**src/rtl/mbd_pkg.sv**
```systemverilog
// Shared types, constants and helpers for the mask bevel distance blend block.
// No dependencies; imported by mbd_blend and the top-level core.
package mbd_pkg;

    localparam int NUM_PIX    = 65536;
    localparam int PIX_ADDR_W = $clog2(NUM_PIX);
    localparam int DIST_W     = 8;
    localparam int CNT_W      = PIX_ADDR_W + 1;
    localparam int SIZE_W     = 9;
    localparam int COLOR_W    = 24;
    localparam int CH_W       = 8;
    localparam int CFG_IDX_W  = 2;

    localparam logic [DIST_W-1:0] DIST_SAT = DIST_W'((1 << DIST_W) - 2);
    localparam logic [SIZE_W-1:0] SIZE_MAX = SIZE_W'(256);

    typedef enum logic [1:0] {
        OP_LOAD    = 2'd0,
        OP_COMPUTE = 2'd1,
        OP_READ    = 2'd2,
        OP_NONE    = 2'd3
    } t_opcode;

    typedef enum logic [CFG_IDX_W-1:0] {
        CFG_WIDTH  = 2'd0,
        CFG_HEIGHT = 2'd1,
        CFG_INNER  = 2'd2,
        CFG_OUTER  = 2'd3
    } t_cfg_idx;

    typedef struct packed {
        logic [COLOR_W-1:0] inner;
        logic [COLOR_W-1:0] outer;
        logic [DIST_W-1:0]  dval;
        logic [DIST_W-1:0]  step;
    } t_blend_req;

    // distance plus one, held at the saturation level
    function automatic logic [DIST_W-1:0] inc_sat(input logic [DIST_W-1:0] v);
        logic [DIST_W-1:0] r;
        r = (v >= DIST_SAT) ? DIST_SAT : v + DIST_W'(1);
        return r;
    endfunction

    function automatic logic [SIZE_W-1:0] clamp_size(input logic [SIZE_W-1:0] v);
        logic [SIZE_W-1:0] r;
        if (v == '0) begin
            r = SIZE_W'(1);
        end else if (v > SIZE_MAX) begin
            r = SIZE_MAX;
        end else begin
            r = v;
        end
        return r;
    endfunction

endpackage

```
**src/rtl/mbd_blend.sv**
```systemverilog
// Per-channel weighted blend (inner*d + outer*(s-d)) / s with a radix-2 divider.
// Depends on mbd_pkg. Steps in order: capture the request, multiply, then divide one quotient bit at a time.
module mbd_blend (
    input  logic                       i_clk,
    input  logic                       i_rst_n,
    input  logic                       i_start,
    input  mbd_pkg::t_blend_req        i_req,
    output logic                       o_done,
    output logic [mbd_pkg::COLOR_W-1:0] o_color
);
    import mbd_pkg::*;

    localparam int NUM_W = CH_W + DIST_W;
    localparam int NCH   = COLOR_W / CH_W;
    localparam int ITW   = $clog2(DIST_W + 1);

    typedef enum logic [1:0] {B_IDLE, B_MUL, B_DIV} t_bstate;

    t_bstate            r_state;
    t_blend_req         r_req;
    logic [ITW-1:0]     r_iter;
    logic [DIST_W-1:0]  r_rem [NCH];
    logic [CH_W-1:0]    r_sh  [NCH];
    logic [NUM_W-1:0]   n_num [NCH];
    logic [DIST_W-1:0]  n_rem [NCH];
    logic [CH_W-1:0]    n_sh  [NCH];
    logic               r_done;

    always_comb begin
        logic [CH_W-1:0]   a, b;
        logic [DIST_W:0]   t;
        for (int c = 0; c < NCH; c++) begin
            a = r_req.inner[c*CH_W +: CH_W];
            b = r_req.outer[c*CH_W +: CH_W];
            n_num[c] = NUM_W'(a) * NUM_W'(r_req.dval)
                     + NUM_W'(b) * NUM_W'(r_req.step - r_req.dval);
            t = {r_rem[c], r_sh[c][CH_W-1]};
            if (t >= {1'b0, r_req.step}) begin
                n_rem[c] = DIST_W'(t - {1'b0, r_req.step});
                n_sh[c]  = {r_sh[c][CH_W-2:0], 1'b1};
            end else begin
                n_rem[c] = DIST_W'(t);
                n_sh[c]  = {r_sh[c][CH_W-2:0], 1'b0};
            end
        end
    end

    always_ff @(posedge i_clk) begin
        if (!i_rst_n) begin
            r_state <= B_IDLE;
            r_done  <= 1'b0;
            r_iter  <= '0;
        end else begin
            r_done <= 1'b0;
            unique case (r_state)
                B_IDLE: begin
                    if (i_start) begin
                        r_req   <= i_req;
                        r_state <= B_MUL;
                    end
                end
                B_MUL: begin
                    // quotient fits one channel, so the high half is already below s
                    for (int c = 0; c < NCH; c++) begin
                        r_rem[c] <= n_num[c][NUM_W-1 -: DIST_W];
                        r_sh[c]  <= n_num[c][CH_W-1:0];
                    end
                    r_iter  <= '0;
                    r_state <= B_DIV;
                end
                B_DIV: begin
                    for (int c = 0; c < NCH; c++) begin
                        r_rem[c] <= n_rem[c];
                        r_sh[c]  <= n_sh[c];
                    end
                    r_iter <= r_iter + ITW'(1);
                    if (r_iter == ITW'(CH_W - 1)) begin
                        r_done  <= 1'b1;
                        r_state <= B_IDLE;
                    end
                end
                default: r_state <= B_IDLE;
            endcase
        end
    end

    always_comb begin
        for (int c = 0; c < NCH; c++) begin
            o_color[c*CH_W +: CH_W] = r_sh[c];
        end
    end
    assign o_done = r_done;
endmodule

```
**config.mk**
```make
export PLATFORM = sky130hd
export DESIGN_NAME = mbd_blend
export DESIGN_NICKNAME = d
export VERILOG_FILES = /design/src/rtl/mbd_pkg.sv /design/src/rtl/mbd_blend.sv
export SDC_FILE = /design/constraint.sdc
export NUM_CORES = 1
export LEC_CHECK = 0
export CAP_MARGIN = 20
export CORE_ASPECT_RATIO = 0.8
export CORE_UTILIZATION = 25
export CTS_BUF_LIST = sky130_fd_sc_hd__clkbuf_4
export DETAILED_ROUTE_END_ITERATION = 8
export DONT_BUFFER_PORTS = 1
export PLACE_DENSITY = 0.48
export SLEW_MARGIN = 0
export SYNTH_ARGS = -nofsm -noshare
export SYNTH_HDL_FRONTEND = slang
export SYNTH_SLANG_ARGS = --single-unit
```
**constraint.sdc**
```tcl
create_clock -name i_clk -period 13.7 [get_ports i_clk]
set_input_delay 2.74 -clock i_clk [delete_from_list [all_inputs] [get_ports i_clk]]
set_output_delay 2.74 -clock i_clk [all_outputs]
set_load 0.02 [all_outputs]
```
# Word-level counts from Yosys, hierarchy flattened

Memory sizes are Yosys's and may differ from the RTL's.
Index checks and enable logic that the tools add are counted.

Bits in registers: 71
Bits in writable memories: 48
Output and inout port bits: 25
Word-level logic and storage cells: 65
Memories: 2

Add/subtract/negate cells: 8
$mul: 6
$lt $le $gt $ge: 3
Eq/ne operators: 5
Muxes and demuxes: 23
Bitwise gates (word level): 6
Reduce and logical (&&, ||, !) cells: 5

Memory list:

| name  | words | bits a word | rd ports | clocked after memory_dff | write ports | line            | text |
|---|---|---|---|---|---|---|---|
| r_rem | 3     | 8           | 3        | 0                        | 3           | mbd_blend.sv:22 | `logic [DIST_W-1:0] r_rem [NCH];` |
| r_sh  | 3     | 8           | 3        | 0                        | 3           | mbd_blend.sv:23 | `logic [CH_W-1:0] r_sh [NCH];` |

Operator list:

| kind                | count |
|---|---|
| $mux 8              | 9 |
| $add 16x16->16      | 3 |
| $mul 8x8->16        | 3 |
| $mul 8x16->16       | 2 |
| $ge 9x8->1          | 3 |
| $sub 8x8->8         | 3 |
| $mul 9x9->16        | 1 |
| $mux 1              | 10 |
| $sub 8x8->9         | 1 |
| $pmux 4 s2          | 1 |
| $or 1x1->1          | 6 |
| $pmux 2 s3          | 1 |
| $add 4x1->4 const B | 1 |
| $eq 4x3->1 const B  | 1 |
| $mux 2              | 2 |
| $ne 2x2->1 const B  | 2 |
| $reduce_and 2->1    | 2 |
| $reduce_and 3->1    | 1 |
| $eq 2x1->1 const B  | 1 |
| $eq 2x2->1 const B  | 1 |
| $logic_not 2->1     | 1 |
| $reduce_bool 2->1   | 1 |

# Logic depth before layout (Yosys ltp)

Gate-level depths: netlist of the first run.

Depth after elaboration: 5
Gate-level depth with buffers: 30

# Least setup slack after synthesis of the first run

No wires, ideal clock.

Kind: register to register
From: register r_req[9] in the netlist's numbering
To: memory r_rem[2][7] (netlist: r_rem[0][23]), data pin
Setup time: 0.268 ns
Arrival: 6.807 ns
Required time: 13.432 ns
Path slack: 6.625 ns
Stages on the path, launching flop included: 29
Buffers on the path: 2
Period minus slack after synthesis: 7.075 ns
Cells stage by stage: edfxtp_1 clkbuf_1 inv_1 ha_1 nor2b_1 o21ai_1 a21boi_0 o21ai_1 a21oi_1 or3_1 clkbuf_1 nand3_1 fa_1 fa_1 inv_1 fa_1 fa_1 fa_1 inv_1 fa_1 inv_1 ha_1 o21a_1 o211a_1 o221a_2 o21a_1 o41a_1 xnor2_1 o22ai_1

RTL lines:

| what                   | line            | text |
|---|---|---|
| start, declared        | mbd_blend.sv:20 | `t_blend_req r_req;` |
| start signal, assigned | mbd_blend.sv:58 | `r_req <= i_req;` |
| end, declared          | mbd_blend.sv:22 |  |

==> impl_metrics.ini, run 1 <==
[run_status]
status = finished clean

[timing]
fin_crit_ns = 8.293
max_slew_margin_pct = 33.51
rsz0062_at_grt = false
layout_setup_ws_ns = 5.407
final.setup.tns_ns = 0
clock_skew_ns = 0.04688
tightest_slew_ns = 0.9950
min_period_over_period_pct = 60.54
setup_violations = 0
slew_violations = 0
hold_viol = 0
fmax_mhz = 120.6

[grt]
use_met3_pct = 2.231
antenna_found_initial = 4
grt.met2_usage_pct = 22.40
grt_overflow = 0
track_usage_pct = 13.49
top_usage_layer = met2
grt_max_degree = 56
grt_pass1_wl_um = 84960
grt_pass1_vias = 14899
met1_usage_pct = 18.41

[critical_path]
reg2regPathDepth = 27
crit_type = flip-flop to flip-flop
reg2reg_setup_slack_ns = 5.41
critPathBufInv = 7
path_delay_family = adder cells
setup.worst_path.start = r_req[8]
endpoint_kind = flip-flop
required_ns = 14.15
critPathMaxStageDelay_ns = 0.56
crit_cells = 27
cp_data_arrival_time_ns = 8.74
crit_path_start_kind = flip-flop
cp_max_fo = 26
r2r_start = r_req[8]
cp_slowest_cell = fa_1
r2r_end = r_rem[0][7]
crit_end = r_rem[0][7]
cp_common_cell = fa_1

[clock_network]
root_buffer = clkbuf_4
cts_setup_buffers = 0
hold_buffers = 0
clock_sink_count = 119
clk_latency_ns = 0.72
cts_buffers = 17
cts_tree = yes
cts.clk_slew.worst_paths_ns = 0.18
htree_levels = 4
ctsResizeCount = 0
clockBufferDepth = 2

[route]
vias = 13500
dr.first_iter.drc_count = 547
drc = 0
antenna_left = 0
drt_wl_total_um = 53120
viasPerCell = 4.338
post_drt_wl_per_cell_um = 17.07
drt_pass1_iterations = 5

[synth]
synth_edf_count = 112
async_reset_ff_share_pct = 0
synthTopCellsByArea = fa_1 (34%), edfxtp_1 (17%), ha_1 (14%)
synth_top_area_share_pct = 33.65
synth_top_area_cell = fa_1
syn_inst = 2080
avgSynthCellArea_um2 = 9.696
yosysWarnings = 0
yosysMostFrequentCell = inv_1
synth_area_um2 = 20170
synth_fp_nets = 2707
seq_area_frac_synth_pct = 17.37
synth_common_cells = inv_1 (477), fa_1 (339), ha_1 (221)
synthFlopType = edfxtp_1
synth.distinct_cells = 61
ys_ff_latch = 119

[floorplan]
dieArea_um2 = 81810
start_util_pct = 25.43
rows = 92
num_io_pins = 92
die_h_um = 256.0
die_w_um = 319.5
core_um2 = 79310

[placed_design]
port_buffers = 0
gp_congestion = 0.8395
hpwlAfterDp_um = 44350
dp_slack_ns = 5.404
place_inst = 3076

[hold_path]
hp-class = flip-flop to flip-flop

[finish]
regArea_um2 = 3503
fin_nets = 2688
fill_cells = 8332
drive_gt1_share_pct = 4.002
multiInputGateArea_um2 = 14700
area_growth_pct = 7.805
stdcell_count = 3112

[run]
drv_cap = 0
## sequential cells by signal, indices dropped and copies added, names as in the netlist
name and flops:
r_rem 24, r_req 64, o_done 1, r_iter 4, r_state 2, r_sh 24
## placed cells by master (no fill, tap or decap), types with 4 or more instances in the layout
master and count:
inv_1 477, fa_1 339, ha_1 221, nand2_1 215
and2_1 204, edfxtp_1 112, nor2_1 62, xnor2_1 57
a21oi_1 51, o21ai_0 34, nor2b_1 27, mux2i_1 24
buf_4 20, nand2b_1 17, clkbuf_4 17, o21a_1 16
a21o_1 15, nand3_1 15, and3_1 15, xor2_1 15
nand4_1 8, mux2_2 7, dfxtp_1 7, or3_1 6
nor3_1 6, o21ai_1 5, o21bai_1 5, o31ai_1 5
inv_6 5, diode_2 4, a21boi_0 4
## layer usage
| metal | vias up | share of wire [%] |
|---|---|---|
| met5 | - | 0 |
| met4 | 0 | 0.95 |
| met3 | 30 | 3.9 |
| met2 | 236 | 48 |
| met1 | 6892 | 47 |
| li1 | 6342 | - |
## final cells by class
| type | instances | area share, % |
|---|---|---|
| Inverter | 478 | 8.253 |
| Clock inverter | 15 | 0.7424 |
| Clock buffer | 17 | 0.5870 |
| Tap cell | 1034 | 5.951 |
| Antenna cell | 4 | 0.04604 |
| Timing Repair Buffer | 20 | 0.6906 |
| Sequential cell | 119 | 16.11 |
| Multi-Input combinational cell | 1425 | 67.62 |
## tightest hold or removal path, cell delays in order, from the launching register on
cell	delay, ns
dfxtp_1	0.35
nand2b_1	0.07
a21oi_1	0.06
## through the flow
step / utilization [%] / hold slack (ns) / instance area (µm²)
finish: 27.41 / 0.5041 / 21740
global route: 27.41 / 0.5282 / 21740
CTS: 27.40 / 0.5056 / 21730
detailed placement: 27.04 / 0.4871 / 21440
global placement: 27.04 / 0.4765 / 21440
floorplan: - / 0.4623 / 20170
## worst min path at each step
stage / depth (start not counted) / slack, ns / startpoint / endpoint
floorplan: 2 / 0.46 / r_iter[1] / r_iter[1]
global placement: 2 / 0.48 / r_iter[1] / r_iter[1]
detailed placement: 2 / 0.49 / r_iter[1] / r_iter[1]
CTS: 2 / 0.51 / r_iter[1] / r_iter[1]
global route: 2 / 0.53 / r_iter[1] / r_iter[1]
finish: 2 / 0.50 / r_iter[1] / r_iter[1]
## kinds of logic after synthesis
logic type / count (synthesis) / share of synthesized area [%]
AND/OR/NAND/NOR: 589 / 14.78
adder cells (fa/ha/maj): 560 / 47.36
buffers and inverters: 536 / 9.995
AO/OA/AOI/OAI: 168 / 5.534
flip-flops: 119 / 17.37
XOR/XNOR: 76 / 3.301
multiplexers: 32 / 1.657
Power of run 1 is not shown: default switching activity piles up to over one toggle a cycle in this logic, so the estimate is an artifact.
==> inputs of run 2 (changes only) <==
--- a/config.mk
+++ b/config.mk
@@ -11,7 +11,7 @@
 export CTS_BUF_LIST = sky130_fd_sc_hd__clkbuf_4
 export DETAILED_ROUTE_END_ITERATION = 8
 export DONT_BUFFER_PORTS = 1
-export PLACE_DENSITY = 0.48
+export PLACE_DENSITY = 0.5
 export SLEW_MARGIN = 0
 export SYNTH_ARGS = -nofsm -noshare
 export SYNTH_HDL_FRONTEND = slang
==> constraint.sdc (replaced) <==
create_clock -name i_clk -period 7.5 [get_ports i_clk]
set_input_delay 1.5 -clock i_clk [delete_from_list [all_inputs] [get_ports i_clk]]
set_output_delay 1.5 -clock i_clk [all_outputs]
set_load 0.02 [all_outputs]
==> run 2 against run 1 <==
Net effect: count of clock-buffer cells in the layout stayed put; utilization up 0.25 points; setup slack worse by 5.1 ns; routed wire length grew 2.8%.
==> impl_metrics.ini, run 2 (synthesis gave the netlist of run 1 again) <==
[clock_network]
clock_sink_count = 119
cts_tree = yes
clk_latency_ns = 0.70
clockBufferDepth = 2
cts.clk_slew.worst_paths_ns = 0.14
htree_levels = 4
hold_buffers = 0
cts_buffers = 17
root_buffer = clkbuf_4

[critical_path]
path_delay_family = adder cells
required_ns = 7.89
cp_slowest_cell = xor2_2
cp_max_fo = 9
cp_data_arrival_time_ns = 7.58
critPathMaxStageDelay_ns = 0.56
r2r_start = r_req[0]
crit_type = flip-flop to flip-flop
setup.worst_path.start = r_req[0]
endpoint_kind = flip-flop
critPathBufInv = 7
cp_common_cell = inv_1
crit_path_start_kind = flip-flop

[floorplan]
start_util_pct = 25.43
core_um2 = 79310
rows = 92
die_h_um = 256.0
die_w_um = 319.5
dieArea_um2 = 81810
num_io_pins = 92

[finish]
postLayoutCoreUtil_pct = 27.67
final_cell_mix = inv_1 (476), fa_1 (338), ha_1 (218), nand2_1 (215), and2_1 (204)
drive_gt1_share_pct = 5.170
top_regs = r_req (64), r_rem (24), r_sh (24)
stdcell_count = 3129
area_growth_pct = 8.804
fin_nets = 2703
layout_commonest_cell = inv_1
largest_register_ffs = 64
regMostFlops = r_req

[placed_design]
hpwlAfterDp_um = 45810
place_inst = 3089
gp_congestion = 0.8819
port_buffers = 0

[grt]
antenna_found_initial = 11
grt_overflow = 0
grt_pass1_wl_um = 86660
grt_pass1_vias = 14847
grt_max_degree = 56
track_usage_pct = 13.91

[hold_path]
hp-class = flip-flop to flip-flop
min-delay-start = r_iter[1]

[route]
drt_pass1_iterations = 5
vias = 13499
antenna_left = 0
viasPerCell = 4.314
post_drt_wl_per_cell_um = 17.45
drt_wl_total_um = 54590
dr.first_iter.drc_count = 708
drc = 0

[run_status]
status = finished clean

[timing]
hold_slack_ns = 0.5107
setup_violations = 0
fmax_mhz = 139.0
tightest_slew_ns = 1.006
clock_skew_ns = 0.04586
slew_violations = 0
max_slew_margin_pct = 32.79
min_period_over_period_pct = 95.91
hold_viol = 0
fin_crit_ns = 7.193

[run]
drv_cap = 0
==> run 2: cell count changes in the layout (fill, tap and decap cells not counted), moves of 2 or more <==
| cell | change |
|---|---|
| buf_4 | +11 |
| a21oi_1 | -3 |
| a21oi_2 | +3 |
| ha_1 | -3 |
| buf_12 | +2 |
| buf_6 | +2 |
| diode_2 | +2 |
| ha_4 | +2 |
==> run 2: final timing paths <==
kind | endpoint | slack, ns | depth (start not counted)
min | r_iter[1] | 0.51 | 2
max | r_rem[0][23] | 0.31 | 25
max reg2reg | r_rem[0][23] | 0.31 | 25
min reg2reg | r_iter[1] | 0.51 | 2
==> run 2: final cells by class <==
type	count	area [µm²]
fill	8323	57370
multi-input combinational	1425	14770
sequential	119	3503
inverter	478	1794
tap	1034	1294
timing repair buffer	35	295.3
clock inverter	15	145.1
clock buffer	17	127.6
antenna	6	15.01
==> run 2: metal layers <==
metal	vias up	track usage [%]	routed length [µm]
met5	-	0	0
met4	0	2.444	603
li1	6381	-	-
met3	38	2.746	2677
met1	6859	19.03	25590
met2	221	22.86	25710
==> run 2: metrics by stage <==
stage | TNS, ns | worst slack, ns | area [µm²]
final | 0 | 0.3070 | 21940
after global routing | -0.01336 | -0.008610 | 21940
after CTS | 0 | 0.1477 | 21830
after detailed placement | 0 | 0.2302 | 21560
after global placement | 0 | 0.3314 | 21560
after floorplan | 0 | 0.4253 | 20170
==> run 2: repair_timing <==
action,in CTS,in global routing
setup endpoints to repair,0,6
gates resized for setup,0,17
buffers inserted,0,2
==> run 2: tightest hold or removal path: stages (launching register included) <==
cell,delay (ns)
dfxtp_1,0.36
nand2b_1,0.07
a21oi_1,0.05
Power of run 2 is left out for the same reason.
